### config.mk
export PLATFORM = sky130hd
export DESIGN_NAME = priority_round_robin_task_scheduler
export DESIGN_NICKNAME = d
export VERILOG_FILES = /design/src/design/psched_pkg.sv /design/src/design/psched_cell.sv /design/src/design/priority_round_robin_task_scheduler.sv
export SDC_FILE = /design/constraint.sdc
export NUM_CORES = 1
export LEC_CHECK = 0
export BUFFER_PORTS_ARGS = -buffer_cell sky130_fd_sc_hd__buf_2
export CAP_MARGIN = 20
export CORE_UTILIZATION = 64
export CTS_CLUSTER_DIAMETER = 200
export DETAILED_ROUTE_END_ITERATION = 10
export GPL_TIMING_DRIVEN = 1
export PLACE_DENSITY = 0.89
export SYNTH_ARGS = -nofsm -noshare
export SYNTH_HDL_FRONTEND = slang
export SYNTH_SLANG_ARGS = --single-unit
### constraint.sdc
create_clock -name clk -period 4.29 [get_ports clk]
set_input_delay 0.429 -clock clk [delete_from_list [all_inputs] [get_ports clk]]
set_output_delay 0.429 -clock clk [all_outputs]
set_load 0.005 [all_outputs]
### src/design/psched_pkg.sv
package psched_pkg;

  localparam int MAX_TASKS_DEF   = 8;
  localparam int PRIO_BITS_DEF   = 8;
  localparam int COUNT_BITS_DEF  = 16;
  localparam int IDLE_PRIO_RESET = 250;

  localparam logic [2:0] MODE_CREATE    = 3'd0;
  localparam logic [2:0] MODE_ACTIVATE  = 3'd1;
  localparam logic [2:0] MODE_TERMINATE = 3'd2;
  localparam logic [2:0] MODE_WAIT      = 3'd3;
  localparam logic [2:0] MODE_TICK      = 3'd4;
  localparam logic [2:0] MODE_START     = 3'd5;

  localparam logic [1:0] STAT_OK      = 2'd0;
  localparam logic [1:0] STAT_FULL    = 2'd1;
  localparam logic [1:0] STAT_NO_TASK = 2'd2;

  typedef enum logic [1:0] {
    ST_SUSP  = 2'd0,
    ST_WAIT  = 2'd1,
    ST_READY = 2'd2,
    ST_RUN   = 2'd3
  } run_st_t;

  typedef enum logic [2:0] {
    OP_NOP    = 3'd0,
    OP_CREATE = 3'd1,
    OP_SET_ST = 3'd2,
    OP_ARM    = 3'd3,
    OP_TICK   = 3'd4
  } cell_op_t;

  typedef struct packed {
    cell_op_t op;
    run_st_t  st;
  } cell_cmd_t;

  typedef struct packed {
    run_st_t st;
    logic    match;
    logic    woke;
  } cell_stat_t;

endpackage

### src/design/psched_cell.sv
module psched_cell #(
  parameter int PRIO_BITS  = psched_pkg::PRIO_BITS_DEF,
  parameter int COUNT_BITS = psched_pkg::COUNT_BITS_DEF,
  parameter logic [PRIO_BITS-1:0] RESET_PRIO = '0
) (
  input  logic                     clk,
  input  logic                     rst_n,
  input  psched_pkg::cell_cmd_t    cmd,
  input  logic                     sel,
  input  logic [PRIO_BITS-1:0]     wprio,
  input  logic [COUNT_BITS-1:0]    wdelay,
  input  logic                     cfg_we,
  input  logic [PRIO_BITS-1:0]     cfg_prio,
  input  logic                     created,
  input  logic [PRIO_BITS-1:0]     best,
  input  logic                     chain_vld_in,
  input  logic [PRIO_BITS-1:0]     chain_min_in,
  output logic                     chain_vld_out,
  output logic [PRIO_BITS-1:0]     chain_min_out,
  output logic [PRIO_BITS-1:0]     prio_out,
  output psched_pkg::cell_stat_t   stat
);

  logic [PRIO_BITS-1:0]  prio_r, prio_nxt;
  psched_pkg::run_st_t   st_r, st_nxt;
  logic                  on_r, on_nxt;
  logic [COUNT_BITS-1:0] left_r, left_nxt;
  logic                  cvld_r, cvld_nxt;
  logic [PRIO_BITS-1:0]  cmin_r, cmin_nxt;
  logic                  elig, hit;
  logic [COUNT_BITS-1:0] dec;

  assign elig = created && (st_r != psched_pkg::ST_SUSP);
  assign hit  = created && (st_r == psched_pkg::ST_SUSP) && on_r;
  assign dec  = left_r - COUNT_BITS'(1);

  always_comb begin
    prio_nxt = prio_r;
    st_nxt   = st_r;
    on_nxt   = on_r;
    left_nxt = left_r;
    if (cfg_we) begin
      prio_nxt = cfg_prio;
    end
    if (sel) begin
      unique case (cmd.op)
        psched_pkg::OP_CREATE: begin
          prio_nxt = wprio;
          st_nxt   = psched_pkg::ST_SUSP;
          on_nxt   = 1'b0;
          left_nxt = '0;
        end
        psched_pkg::OP_SET_ST: begin
          st_nxt = cmd.st;
        end
        psched_pkg::OP_ARM: begin
          on_nxt   = 1'b1;
          left_nxt = wdelay;
          st_nxt   = psched_pkg::ST_SUSP;
        end
        psched_pkg::OP_TICK: begin
          if (hit) begin
            left_nxt = dec;
            if (dec == COUNT_BITS'(1)) begin
              on_nxt = 1'b0;
              st_nxt = psched_pkg::ST_WAIT;
            end
          end
        end
        default: ;
      endcase
    end
    // running minimum of eligible priorities, one cell per cycle
    cvld_nxt = chain_vld_in || elig;
    cmin_nxt = (elig && (!chain_vld_in || prio_r < chain_min_in)) ? prio_r : chain_min_in;
  end

  always_ff @(posedge clk) begin
    if (!rst_n) begin
      prio_r <= RESET_PRIO;
      st_r   <= psched_pkg::ST_SUSP;
      on_r   <= 1'b0;
      left_r <= '0;
      cvld_r <= 1'b0;
    end else begin
      prio_r <= prio_nxt;
      st_r   <= st_nxt;
      on_r   <= on_nxt;
      left_r <= left_nxt;
      cvld_r <= cvld_nxt;
    end
  end

  always_ff @(posedge clk) begin
    cmin_r <= cmin_nxt;
  end

  assign chain_vld_out = cvld_r;
  assign chain_min_out = cmin_r;
  assign prio_out      = prio_r;
  assign stat.st       = st_r;
  assign stat.match    = elig && (prio_r == best);
  assign stat.woke     = hit && (dec == COUNT_BITS'(1));

endmodule

### src/design/priority_round_robin_task_scheduler.sv
// Create, rejected events and ignored events give their result in the cycle after start.
// Events that rebuild the ready queue pass through S_MIN, where the min chain ripples through
// the slot cells, and S_PUSH, the slot-by-slot queue fill; a dispatch follows in S_DISP1,
// then S_DISP2 and S_DISP3 as needed. A tick without wake-up goes straight to dispatch. One event at a time (busy).
// Reset (rst_n low, synchronous): slot 0 idle at priority 250, all slots suspended, OS off.
// Results are strobed for one cycle on out_valid; the receiver cannot stall.
module priority_round_robin_task_scheduler #(
  parameter int MAX_TASKS  = psched_pkg::MAX_TASKS_DEF,
  parameter int PRIO_BITS  = psched_pkg::PRIO_BITS_DEF,
  parameter int COUNT_BITS = psched_pkg::COUNT_BITS_DEF
) (
  input  logic        clk,
  input  logic        rst_n,
  input  logic        start,
  output logic        busy,
  input  logic [2:0]  in_mode,
  input  logic [2:0]  in_task_id,
  input  logic [7:0]  in_priority_req,
  input  logic [15:0] in_wait_ticks,
  output logic        out_valid,
  output logic [2:0]  out_running_task,
  output logic        out_switched,
  output logic [2:0]  out_new_slot,
  output logic [1:0]  out_status,
  output logic [3:0]  out_ready_count,
  input  logic        cfg_valid,
  output logic        cfg_ready,
  input  logic [7:0]  cfg_idle_priority
);

  localparam int SLOT_W = $clog2(MAX_TASKS);
  localparam int CNT_W  = $clog2(MAX_TASKS + 1);
  localparam logic [31:0] IDLE_RST32 = 32'(psched_pkg::IDLE_PRIO_RESET);
  localparam logic [PRIO_BITS-1:0] IDLE_RST = IDLE_RST32[PRIO_BITS-1:0];
  localparam logic [31:0] CNT_MAX = 32'hFFFF_FFFF >> (32 - COUNT_BITS);

  typedef enum logic [5:0] {
    S_IDLE  = 6'b000001,
    S_MIN   = 6'b000010,
    S_PUSH  = 6'b000100,
    S_DISP1 = 6'b001000,
    S_DISP2 = 6'b010000,
    S_DISP3 = 6'b100000
  } state_t;

  state_t                state_r, state_nxt;
  logic [SLOT_W-1:0]     cnt_r, cnt_nxt;
  logic [CNT_W-1:0]      total_r, total_nxt;
  logic [SLOT_W-1:0]     cur_r, cur_nxt;
  logic                  os_on_r, os_on_nxt;
  logic [SLOT_W-1:0]     head_r, head_nxt;
  logic [CNT_W-1:0]      fill_r, fill_nxt;
  logic [SLOT_W-1:0]     nxt_r;
  logic [PRIO_BITS-1:0]  cur_prio_r, cur_prio_nxt;
  logic                  cur_susp_r, cur_susp_nxt;
  logic                  disp_r, disp_nxt;
  logic [SLOT_W-1:0]     fifo_r [MAX_TASKS];

  logic                  out_valid_r, out_valid_nxt;
  logic [2:0]            out_run_r, out_run_nxt;
  logic                  out_sw_r, out_sw_nxt;
  logic [2:0]            out_slot_r, out_slot_nxt;
  logic [1:0]            out_stat_r, out_stat_nxt;
  logic [3:0]            out_cnt_r, out_cnt_nxt;

  psched_pkg::cell_cmd_t  cell_cmd;
  logic [MAX_TASKS-1:0]   cell_sel;
  logic [PRIO_BITS-1:0]   cell_wprio;
  logic [COUNT_BITS-1:0]  cell_wdelay;
  logic [MAX_TASKS-1:0]   created_v;
  logic [PRIO_BITS-1:0]   prio_v  [MAX_TASKS];
  psched_pkg::cell_stat_t stat_v  [MAX_TASKS];
  logic                   cvld_v  [MAX_TASKS+1];
  logic [PRIO_BITS-1:0]   cmin_v  [MAX_TASKS+1];
  logic [MAX_TASKS-1:0]   woke_v;

  logic                   fifo_we;
  logic [SLOT_W-1:0]      fifo_waddr, fifo_wdata;
  logic [CNT_W:0]         psum;
  logic [SLOT_W-1:0]      tail;
  logic [MAX_TASKS-1:0]   one_hot0;
  logic [31:0]            id32, wt32, t_raw, t_sat, preq32, cfg32, cur32, fill32, slot32;
  logic [SLOT_W-1:0]      id_slot;
  logic                   accept, finish, push_cur;

  assign one_hot0 = {{(MAX_TASKS-1){1'b0}}, 1'b1};
  assign accept   = start && (state_r == S_IDLE);
  assign busy     = (state_r != S_IDLE);
  assign cfg_ready = (state_r == S_IDLE);

  assign id32    = {29'd0, in_task_id};
  assign id_slot = id32[SLOT_W-1:0];
  assign wt32    = {16'd0, in_wait_ticks};
  assign t_raw   = (wt32 < 32'd2) ? 32'd2 : wt32;
  assign t_sat   = (t_raw > CNT_MAX) ? CNT_MAX : t_raw;
  assign preq32  = {24'd0, in_priority_req};
  assign cfg32   = {24'd0, cfg_idle_priority};

  // tail slot of the circular queue
  assign psum = {1'b0, CNT_W'(head_r)} + {1'b0, fill_r};
  assign tail = (psum >= (CNT_W+1)'(MAX_TASKS)) ?
                SLOT_W'(psum - (CNT_W+1)'(MAX_TASKS)) : SLOT_W'(psum);

  assign cvld_v[0] = 1'b0;
  assign cmin_v[0] = '0;

  for (genvar i = 0; i < MAX_TASKS; i++) begin : g_cell
    assign created_v[i] = (CNT_W'(i) < total_r);
    assign woke_v[i]    = stat_v[i].woke;
    psched_cell #(
      .PRIO_BITS  (PRIO_BITS),
      .COUNT_BITS (COUNT_BITS),
      .RESET_PRIO ((i == 0) ? IDLE_RST : '0)
    ) u_cell (
      .clk           (clk),
      .rst_n         (rst_n),
      .cmd           (cell_cmd),
      .sel           (cell_sel[i]),
      .wprio         (cell_wprio),
      .wdelay        (cell_wdelay),
      .cfg_we        ((i == 0) ? (cfg_valid && cfg_ready) : 1'b0),
      .cfg_prio      (cfg32[PRIO_BITS-1:0]),
      .created       (created_v[i]),
      .best          (cmin_v[MAX_TASKS]),
      .chain_vld_in  (cvld_v[i]),
      .chain_min_in  (cmin_v[i]),
      .chain_vld_out (cvld_v[i+1]),
      .chain_min_out (cmin_v[i+1]),
      .prio_out      (prio_v[i]),
      .stat          (stat_v[i])
    );
  end

  always_comb begin
    state_nxt    = state_r;
    cnt_nxt      = cnt_r;
    total_nxt    = total_r;
    cur_nxt      = cur_r;
    os_on_nxt    = os_on_r;
    head_nxt     = head_r;
    fill_nxt     = fill_r;
    cur_prio_nxt = cur_prio_r;
    cur_susp_nxt = cur_susp_r;
    disp_nxt     = disp_r;
    cell_cmd.op  = psched_pkg::OP_NOP;
    cell_cmd.st  = psched_pkg::ST_SUSP;
    cell_sel     = '0;
    cell_wprio   = preq32[PRIO_BITS-1:0];
    cell_wdelay  = t_sat[COUNT_BITS-1:0];
    fifo_we      = 1'b0;
    fifo_waddr   = tail;
    fifo_wdata   = cur_r;
    finish       = 1'b0;
    push_cur     = 1'b0;
    slot32       = '0;
    out_sw_nxt   = 1'b0;
    out_slot_nxt = 3'd0;
    out_stat_nxt = psched_pkg::STAT_OK;

    unique case (state_r)
      S_IDLE: begin
        cnt_nxt = '0;
        if (start) begin
          unique case (in_mode) inside
            psched_pkg::MODE_CREATE: begin
              finish = 1'b1;
              if (total_r >= CNT_W'(MAX_TASKS)) begin
                out_stat_nxt = psched_pkg::STAT_FULL;
              end else begin
                cell_cmd.op  = psched_pkg::OP_CREATE;
                cell_sel     = one_hot0 << total_r;
                total_nxt    = total_r + CNT_W'(1);
                slot32       = 32'(total_r);
                out_slot_nxt = slot32[2:0];
              end
            end
            psched_pkg::MODE_ACTIVATE, psched_pkg::MODE_TERMINATE,
            psched_pkg::MODE_WAIT: begin
              if (id32 >= 32'(total_r)) begin
                finish       = 1'b1;
                out_stat_nxt = psched_pkg::STAT_NO_TASK;
              end else begin
                cell_sel = one_hot0 << id_slot;
                if (in_mode == psched_pkg::MODE_ACTIVATE) begin
                  cell_cmd.op = psched_pkg::OP_SET_ST;
                  cell_cmd.st = psched_pkg::ST_WAIT;
                end else if (in_mode == psched_pkg::MODE_TERMINATE) begin
                  cell_cmd.op = psched_pkg::OP_SET_ST;
                  cell_cmd.st = psched_pkg::ST_SUSP;
                end else begin
                  cell_cmd.op = psched_pkg::OP_ARM;
                end
                disp_nxt  = os_on_r && (cur_r != '0);
                state_nxt = S_MIN;
              end
            end
            psched_pkg::MODE_TICK: begin
              if (!os_on_r) begin
                finish = 1'b1;
              end else begin
                cell_cmd.op = psched_pkg::OP_TICK;
                cell_sel    = '1;
                disp_nxt    = 1'b1;
                state_nxt   = (|woke_v) ? S_MIN : S_DISP1;
              end
            end
            psched_pkg::MODE_START: begin
              if (os_on_r) begin
                finish = 1'b1;
              end else begin
                os_on_nxt   = 1'b1;
                cur_nxt     = '0;
                cell_cmd.op = psched_pkg::OP_SET_ST;
                cell_cmd.st = psched_pkg::ST_WAIT;
                cell_sel    = one_hot0;
                disp_nxt    = 1'b0;
                state_nxt   = S_MIN;
              end
            end
            default: finish = 1'b1;
          endcase
        end
      end
      S_MIN: begin
        // wait for the minimum to ripple through every cell
        cnt_nxt = cnt_r + SLOT_W'(1);
        if (cnt_r == SLOT_W'(MAX_TASKS - 1)) begin
          cnt_nxt   = '0;
          head_nxt  = '0;
          fill_nxt  = '0;
          state_nxt = S_PUSH;
        end
      end
      S_PUSH: begin
        cnt_nxt = cnt_r + SLOT_W'(1);
        if (stat_v[cnt_r].match) begin
          fifo_we     = 1'b1;
          fifo_waddr  = fill_r[SLOT_W-1:0];
          fifo_wdata  = cnt_r;
          fill_nxt    = fill_r + CNT_W'(1);
          cell_cmd.op = psched_pkg::OP_SET_ST;
          cell_cmd.st = psched_pkg::ST_READY;
          cell_sel    = one_hot0 << cnt_r;
        end
        if (cnt_r == SLOT_W'(MAX_TASKS - 1)) begin
          cnt_nxt = '0;
          if (disp_r) begin
            state_nxt = S_DISP1;
          end else begin
            state_nxt = S_IDLE;
            finish    = 1'b1;
          end
        end
      end
      S_DISP1: begin
        if (fill_r == '0) begin
          state_nxt = S_IDLE;
          finish    = 1'b1;
          if (stat_v[cur_r].st != psched_pkg::ST_SUSP) begin
            cell_cmd.op = psched_pkg::OP_SET_ST;
            cell_cmd.st = psched_pkg::ST_RUN;
            cell_sel    = one_hot0 << cur_r;
            fifo_we     = 1'b1;
            fill_nxt    = fill_r + CNT_W'(1);
            out_sw_nxt  = 1'b1;
          end
        end else begin
          head_nxt     = (head_r == SLOT_W'(MAX_TASKS - 1)) ? '0 : head_r + SLOT_W'(1);
          fill_nxt     = fill_r - CNT_W'(1);
          cur_prio_nxt = prio_v[cur_r];
          cur_susp_nxt = (stat_v[cur_r].st == psched_pkg::ST_SUSP);
          state_nxt    = S_DISP2;
        end
      end
      S_DISP2: begin
        cell_cmd.op = psched_pkg::OP_SET_ST;
        cell_cmd.st = psched_pkg::ST_RUN;
        cell_sel    = one_hot0 << nxt_r;
        // the popped slot may be the running one, now marked running again
        push_cur = (prio_v[nxt_r] == cur_prio_r) && (!cur_susp_r || (nxt_r == cur_r));
        if (push_cur && (fill_r < CNT_W'(MAX_TASKS))) begin
          fifo_we  = 1'b1;
          fill_nxt = fill_r + CNT_W'(1);
        end
        if (push_cur) begin
          state_nxt = S_DISP3;
        end else begin
          cur_nxt    = nxt_r;
          state_nxt  = S_IDLE;
          finish     = 1'b1;
          out_sw_nxt = 1'b1;
        end
      end
      S_DISP3: begin
        cell_cmd.op = psched_pkg::OP_SET_ST;
        cell_cmd.st = psched_pkg::ST_READY;
        cell_sel    = one_hot0 << cur_r;
        cur_nxt     = nxt_r;
        state_nxt   = S_IDLE;
        finish      = 1'b1;
        out_sw_nxt  = 1'b1;
      end
      default: state_nxt = S_IDLE;
    endcase

    cur32         = 32'(cur_nxt);
    fill32        = 32'(fill_nxt);
    out_valid_nxt = finish;
    out_run_nxt   = cur32[2:0];
    out_cnt_nxt   = fill32[3:0];
  end

  always_ff @(posedge clk) begin
    if (!rst_n) begin
      state_r     <= S_IDLE;
      cnt_r       <= '0;
      total_r     <= CNT_W'(1);
      cur_r       <= '0;
      os_on_r     <= 1'b0;
      head_r      <= '0;
      fill_r      <= '0;
      disp_r      <= 1'b0;
      out_valid_r <= 1'b0;
    end else begin
      state_r     <= state_nxt;
      cnt_r       <= cnt_nxt;
      total_r     <= total_nxt;
      cur_r       <= cur_nxt;
      os_on_r     <= os_on_nxt;
      head_r      <= head_nxt;
      fill_r      <= fill_nxt;
      disp_r      <= disp_nxt;
      out_valid_r <= out_valid_nxt;
    end
  end

  always_ff @(posedge clk) begin
    // queue head is read while the pop is decided
    if (state_r == S_DISP1) begin
      nxt_r <= fifo_r[head_r];
    end
    cur_prio_r <= cur_prio_nxt;
    cur_susp_r <= cur_susp_nxt;
    if (finish) begin
      out_run_r  <= out_run_nxt;
      out_sw_r   <= out_sw_nxt;
      out_slot_r <= out_slot_nxt;
      out_stat_r <= out_stat_nxt;
      out_cnt_r  <= out_cnt_nxt;
    end
    if (fifo_we) begin
      fifo_r[fifo_waddr] <= fifo_wdata;
    end
  end

  assign out_valid        = out_valid_r;
  assign out_running_task = out_run_r;
  assign out_switched     = out_sw_r;
  assign out_new_slot     = out_slot_r;
  assign out_status       = out_stat_r;
  assign out_ready_count  = out_cnt_r;

  a_fill_le_total: assert property (@(posedge clk) disable iff (!rst_n)
    fill_r <= total_r)
    else $error("ready queue holds more entries than created tasks");

  a_cur_created: assert property (@(posedge clk) disable iff (!rst_n)
    CNT_W'(cur_r) < total_r)
    else $error("running slot not created");

  a_accept_progress: assert property (@(posedge clk) disable iff (!rst_n)
    accept |=> (busy || out_valid))
    else $error("accepted transaction neither in progress nor answered");

  a_push_room: assert property (@(posedge clk) disable iff (!rst_n)
    (state_r == S_DISP2) |-> (fill_r < CNT_W'(MAX_TASKS)))
    else $error("requeue into full ready queue");

endmodule
### Word level (Yosys, flattened, before mapping)

Memories as Yosys holds them, arrays and structs flattened. A register that Yosys moved wholly into a read port is not among the register bits.
Cells that the tools add are included.

* $lt $le $gt $ge: 24
* reductions and logical operators: 142
* shift-type cells: 5
* equality and inequality tests: 63
* bitwise gates (word level): 8
* multiplexer cells: 170
* $add $sub $neg: 15

Operator list (count)
* case mux 16 bit (3 select lines): 8
* two-way mux 8 bit: 21
* two-way mux 16 bit: 10
* equality test 16 x 1 -> 1 bit (second input constant): 8
* subtractor 16 x 1 -> 16 bit (second input constant): 8
* equality test 8 bit: 9
* AND reduction 4 bit: 17
* < comparator 8 bit: 7
* two-way mux 4 bit: 13
* logical AND 1 bit: 51
* binary-select mux 8 bit (select 3 bit): 2
* case mux 2 bit (3 select lines): 8
* two-way mux 3 bit: 14
* two-way mux 6 bit: 7
* case mux 8 bit (5 select lines): 1
* two-way mux 2 bit: 19
* two-way mux 1 bit: 37
* case mux 1 bit (3 select lines): 12
* != test 2 x 1 -> 1 bit (second input constant): 16
* case mux 8 bit (4 select lines): 1
* left shift 1 x 3 -> 8 bit (first input constant): 4
* case mux 6 bit (5 select lines): 1
* AND reduction 3 bit: 10
* case mux 5 bit (5 select lines): 1
* 54 further kinds: 142

* memories: 1
* memory bits (writable): 24
* output and inout bits: 16
* register bits: 335
* bits of input ports: 42
* word-level logic and storage cells: 491

Memory list
* fifo_r: words 8, bits a word 3, rd ports 1, clocked after memory_dff 1, write ports 1, RTL line priority_round_robin_task_scheduler.sv:57 `logic [SLOT_W-1:0] fifo_r [MAX_TASKS];`

### Depth between registers and ports, before layout

* word-level depth: 15
* mapped depth: 13
* mapped depth without buffers: 11

### Hierarchy

From an unflattened synthesis, not the netlist that was laid out.

* cell total of the unflattened synthesis: 3197
* area, all modules: 26501.7 um^2

Modules (own cells, without submodules)
* psched_cell at g_cell[1].u_cell ...: seq. area each 720.7 um^2, area an instance 2612.5 um^2, cells each 329, instances 4
* priority_round_robin_task_scheduler: seq. area each 1991.9 um^2, area an instance 5785.5 um^2, cells each 598, instances 1
* psched_cell at g_cell[6].u_cell: seq. area each 720.7 um^2, area an instance 2643.8 um^2, cells each 322, instances 1
* psched_cell at g_cell[0].u_cell: seq. area each 720.7 um^2, area an instance 2605.0 um^2, cells each 335, instances 1
* psched_cell at g_cell[5].u_cell: seq. area each 720.7 um^2, area an instance 2538.7 um^2, cells each 319, instances 1
* psched_cell at g_cell[7].u_cell: seq. area each 720.7 um^2, area an instance 2478.6 um^2, cells each 307, instances 1

### Worst setup path before layout

Ideal clock, no wire load.

* path type: register to register
* start point: register g_cell[0].u_cell.left_r[0]
* end point: register g_cell[0].u_cell.on_r
* setup time: 0.126 ns
* path buffers: 1
* slack: 1.226 ns
* cell stages (with the launch flop): 12
* data required time: 4.164 ns
* clock period less this slack: 3.064 ns
* data arrival time: 2.938 ns
* path through: dfxtp_1 -> inv_1 -> ha_1 -> or4b_1 -> clkbuf_1 -> nor3b_1 -> xor2_1 -> or4_1 -> a2111oi_1 -> o21ai_1 -> o211ai_1 -> o21ai_1

* longest elaborated chain between the ends: 4

Ends and longest elaborated chain
* start, declared: RTL line psched_cell.sv:27 `logic [COUNT_BITS-1:0] left_r, left_nxt;`
* start signal, assigned: RTL line psched_cell.sv:89 `left_r <= left_nxt;`
* subtractor 16 x 1 -> 16 bit: RTL line psched_cell.sv:35 `assign dec = left_r - COUNT_BITS'(1);`
* equality test 16 x 1 -> 1 bit: RTL line psched_cell.sv:64 `if (dec == COUNT_BITS'(1)) begin`
* != test 2 x 1 -> 1 bit (no source line)
* AND reduction 4 bit (no source line)
* end signal, assigned: RTL line psched_cell.sv:88 `on_r <= on_nxt;`
* end, declared: RTL line psched_cell.sv:26 `logic on_r, on_nxt;`

Every way passes these cells.
A chain may end at the register's enable or synchronous reset.

### Final worst setup path

* start point: register total_r[1]
* end point: register g_cell[3].u_cell.left_r[3]

* longest elaborated chain between the ends: 11
* elaborated cells on any way between the ends: 51
* those cells by class: order compare (10); eq/ne (4); shift (1); mux (16); reduce/logical (20)

Ends and longest elaborated chain
* start, declared: RTL line priority_round_robin_task_scheduler.sv:48 `logic [CNT_W-1:0] total_r, total_nxt;`
* start signal, assigned: RTL line priority_round_robin_task_scheduler.sv:327 `total_r <= total_nxt;`
* < comparator 3 x 4 -> 1 bit (tied with other cells): RTL line priority_round_robin_task_scheduler.sv:108 `assign created_v[i] = (CNT_W'(i) < total_r);`
* logical AND 1 bit: RTL line psched_cell.sv:33 `assign elig = created && (st_r != psched_pkg::ST_SUSP);`
* logical AND 1 bit: RTL line psched_cell.sv:102 `assign stat.match = elig && (prio_r == best);`
* binary-select mux 4 bit (select 3 bit): RTL line priority_round_robin_task_scheduler.sv:236 `if (stat_v[cnt_r].match) begin`
* two-way mux 2 bit (not written as such) (2 in series): RTL line priority_round_robin_task_scheduler.sv:236
* two-way mux 4 bit: RTL line priority_round_robin_task_scheduler.sv:236
* case mux 5 bit (5 select lines): RTL line priority_round_robin_task_scheduler.sv:160 `unique case (state_r)`
* equality test 3 bit (tied with other cells): RTL line psched_cell.sv:46 `unique case (cmd.op)`
* != test 2 x 1 -> 1 bit (no source line) / nonzero test 3 bit (equally long branches)
* AND reduction 3 bit (no source line)
* end signal, assigned: RTL line psched_cell.sv:89
* end, declared: RTL line psched_cell.sv:27

Several ways; a longest one is shown, not always the timed one. The select of a mux whose other input is x is not followed.

==> metrics.txt <==
Period minus WS final=4180 ps; EDFF count, synth=between 40 and 50; Syn Area/Cell=8.93 um2; Total GRT Usage=roughly 36%; Die W=between 150 and 200 um; Design Area, Final=~0.024 mm2; DRC errors left=0; Post-CTS Hold Buffers=0; Final Max Tran Viols=0; kind of critical path=flop to flop; Synth Flop Type=dfxtp_1; Post-synth ARST share=0%; PD cells=between 300 and 400 mW/mm2; fmax=0.239 GHz; Final TNS setup=0 ps; endpoint arrival time on the critical path=~4600 ps; DIE AREA=0.0346 mm2; vias in the first global route=18928; placed cell area=0.0222 mm2; Hold Violations, Final=0; WP buf/inv=0; die height=between 150 and 200 um; most frequent cells in the layout=dfxtp_1 (313), nand2_1 (201), nor2_1 (176); Setup violations, final=0; crit-path max cell delay=650 ps; RSZ-0062 raised after global routing=no; crit path max fanout=20; area grow syn2layout=8.66%; flops & latches, synth=between 300 and 400; Starting Density=64.8%; Util after Layout=~70%; Synth cell types=between 100 and 150; Yosys top cell by area=dfxtp_1; cells on worst reg2reg path=10; Pleak=roughly 9.1 nW; TritonCTS Sinks=approximately 360; Tightest Hold Check Type=primary input to flop; top cell family by delay on the critical path=compound AO/OA/AOI/OAI gates; WP data required=roughly 4700 ps; Max-slew headroom=between 30% and 40%; CP max-delay cell=and2_1; Num CTS Buffers=40; worst reg2reg setup slack=around 110 ps; Max rail drop VDD=approximately 0.00057 V; Ports=58; # rows=67; Vias/cell=about 7; total detailed-routing wirelength=~64000 um; fillers=around 2300; Worst Hold Depth=3; pin count of the biggest net entering global routing=roughly 170; top cells by area, synth=dfxtp_1 (29%), edfxtp_1 (6.8%), ha_1 (4.9%); total chip power=7.41 mW; ANT cells=0; Setup Buffers After CTS=0; later-pin clock latency in the skew report=about 550 ps; total number of yosys warnings=0; first-pass GRT wire length=100000 um; Worst setup EP type=flop; routed vias=20189; Worst Setup Start Kind=flop; min-delay src=cfg_idle_priority[2]; Hold Path Sink=g_cell[0].u_cell.prio_out[2]$_SDFF_PN0_; Yosys top cell area share=28.9%; commonest non-fill, non-tap cell in the layout=dfxtp_1; Clock transition at path regs=approximately 60 ps; CTS HTree Levels=2; Max-cap violations=0; port bufs=between 50 and 60; post-synthesis cell area=~0.022 mm2; cell count after synthesis=between 2000 and 2500; slew at the pin with the worst max-slew slack=~1000 ps; fin crit share=a little over nine tenths; sequential share of the synthesized area=~36%; RR Startpoint=total_r[1]$_SDFFE_PN0P_; Detailed Routing Iterations Pass 1=7; total grt overflow=0; reg-to-reg endpoint=g_cell[3].u_cell.left_r[3]$_SDFFE_PN0P_; GP Congestion=roughly 0.97; core area=~0.033 mm2; wire length per cell=around 22 um; initial antenna violation count=2; share of cells above drive strength 1=between 10% and 20%; # resized after CTS=0; Synthesized Nets=about 2600; outcome=complete, no violations; CTS root buffer=clkbuf_16; CTS tree=yes; Clock Path Buffers=3; crit-path cells=ha_1, a21oi_1, nor2_1, nand3_1, o221ai_1, a22oi_2, o31ai_2, and2_1, o21ai_1, a32o_1; clk_skew=between 20 and 25 ps; post-route ant nets=0; DRT iter0 DRCs=between 2000 and 3000; nets@finish=between 2000 and 3000; HPWL Detailed=~43000 um
## cell type report
| type | count | area [um2] | share of cell area (%) |
|---|---|---|---|
| multi-input cells | 1807 | 12900 | 54.6 |
| clock inverters | 14 | 205 | 0.872 |
| well taps | 448 | 561 | 2.38 |
| clock buffers | 59 | 1160 | 4.94 |
| flip-flops and latches | 362 | 7740 | 32.9 |
| repair buffers | 98 | 608 | 2.58 |
| inverters | 107 | 402 | 1.71 |
## cells in the mapped netlist (42+ instances only)
cell type and instances:
a21oi_1 92, a32o_1 85, clkbuf_1 92, dfxtp_1 313
edfxtp_1 49, ha_1 85, inv_1 106, mux2_2 71
mux2i_1 89, nand2_1 202, nand3_1 50, nor2_1 176
nor3_1 71, o21ai_0 171, o31ai_1 42, xnor2_1 51
xor2_1 54
## sequential cells by signal, indices dropped and copies added, names as in the netlist, 4 cells and up
| name | cells |
|---|---|
| cur_prio_r | 8 |
| fifo_r | 24 |
| fill_r | 4 |
| g_cell.u_cell.chain_min_out | 64 |
| g_cell.u_cell.chain_vld_out | 7 |
| g_cell.u_cell.left_r | 128 |
| g_cell.u_cell.on_r | 8 |
| g_cell.u_cell.prio_out | 64 |
| g_cell.u_cell.st_r | 16 |
| out_ready_count | 4 |
| state_r | 6 |
| total_r | 4 |
## metal layers
metal  vias up  track usage, %  wire length, um  part of all wire, %
li1       8972               -                -                    -
met1      9559            47.9            25300                   39
met2      1341            56.4            28400                   44
met3       315            8.18             7230                   11
met4         2            18.0             3270                  5.1
met5         -               0               11                0.017
## logic make-up (layout without fill, tap and decap cells)
| kind of cell | after synthesis | after routing | share of synthesized area [%] |
|---|---|---|---|
| AO/OA/AOI/OAI | 652 | 652 | 21.1 |
| XOR/XNOR | 105 | 105 | 4.24 |
| flip-flops | 362 | 362 | 35.7 |
| buffers and inverters | 258 | 278 | 4.95 |
| multiplexers | 186 | 186 | 10.5 |
| adder cells (fa/ha/maj) | 86 | 86 | 5.00 |
| AND/OR/NAND/NOR | 778 | 778 | 18.5 |
## power breakdown
group / leakage (nW) / switching [mW] / total (mW) / internal, mW
registers: 3.00 / 0.0232 / 3.48 / 3.45
logic: 5.40 / 0.203 / 0.307 / 0.104
clock network: 0.672 / 1.44 / 3.63 / 2.18
total: 9.08 / 1.67 / 7.41 / 5.74
## worst register-to-register path: cells and delay by family, from the launching register on
family / cells / cell delay, ps
fa+ha+maj: 1 / 370
flops: 1 / 520
simple gates: 3 / 1060
compound gates: 6 / 2110
## worst max path at each step
stage          slack, ps                                        to  cells after the start                                     from
6_report             110   g_cell[3].u_cell.left_r[3]$_SDFFE_PN0P_                     10                  total_r[1]$_SDFFE_PN0P_
5_1_grt                9  g_cell[3].u_cell.left_r[15]$_SDFFE_PN0P_                     10                  total_r[1]$_SDFFE_PN0P_
4_1_cts              370   g_cell[3].u_cell.left_r[3]$_SDFFE_PN0P_                     10                  total_r[1]$_SDFFE_PN0P_
3_5_place_dp         420   g_cell[5].u_cell.left_r[0]$_SDFFE_PN0P_                     12                            in_task_id[0]
3_3_place_gp         480   g_cell[3].u_cell.left_r[4]$_SDFFE_PN0P_                     10                  total_r[1]$_SDFFE_PN0P_
2_1_floorplan       1230        g_cell[0].u_cell.on_r$_SDFFE_PN0P_                     11  g_cell[0].u_cell.left_r[0]$_SDFFE_PN0P_
## through the flow
stage	hold WS [ps]	instances	worst slack (ps)
2_1_floorplan	426	2427	1230
3_3_place_gp	437	2820	480
3_5_place_dp	452	2820	418
4_1_cts	181	2893	371
5_1_grt	199	2895	8.87
6_report	194	2895	114
(Power assumes the default switching activity.)
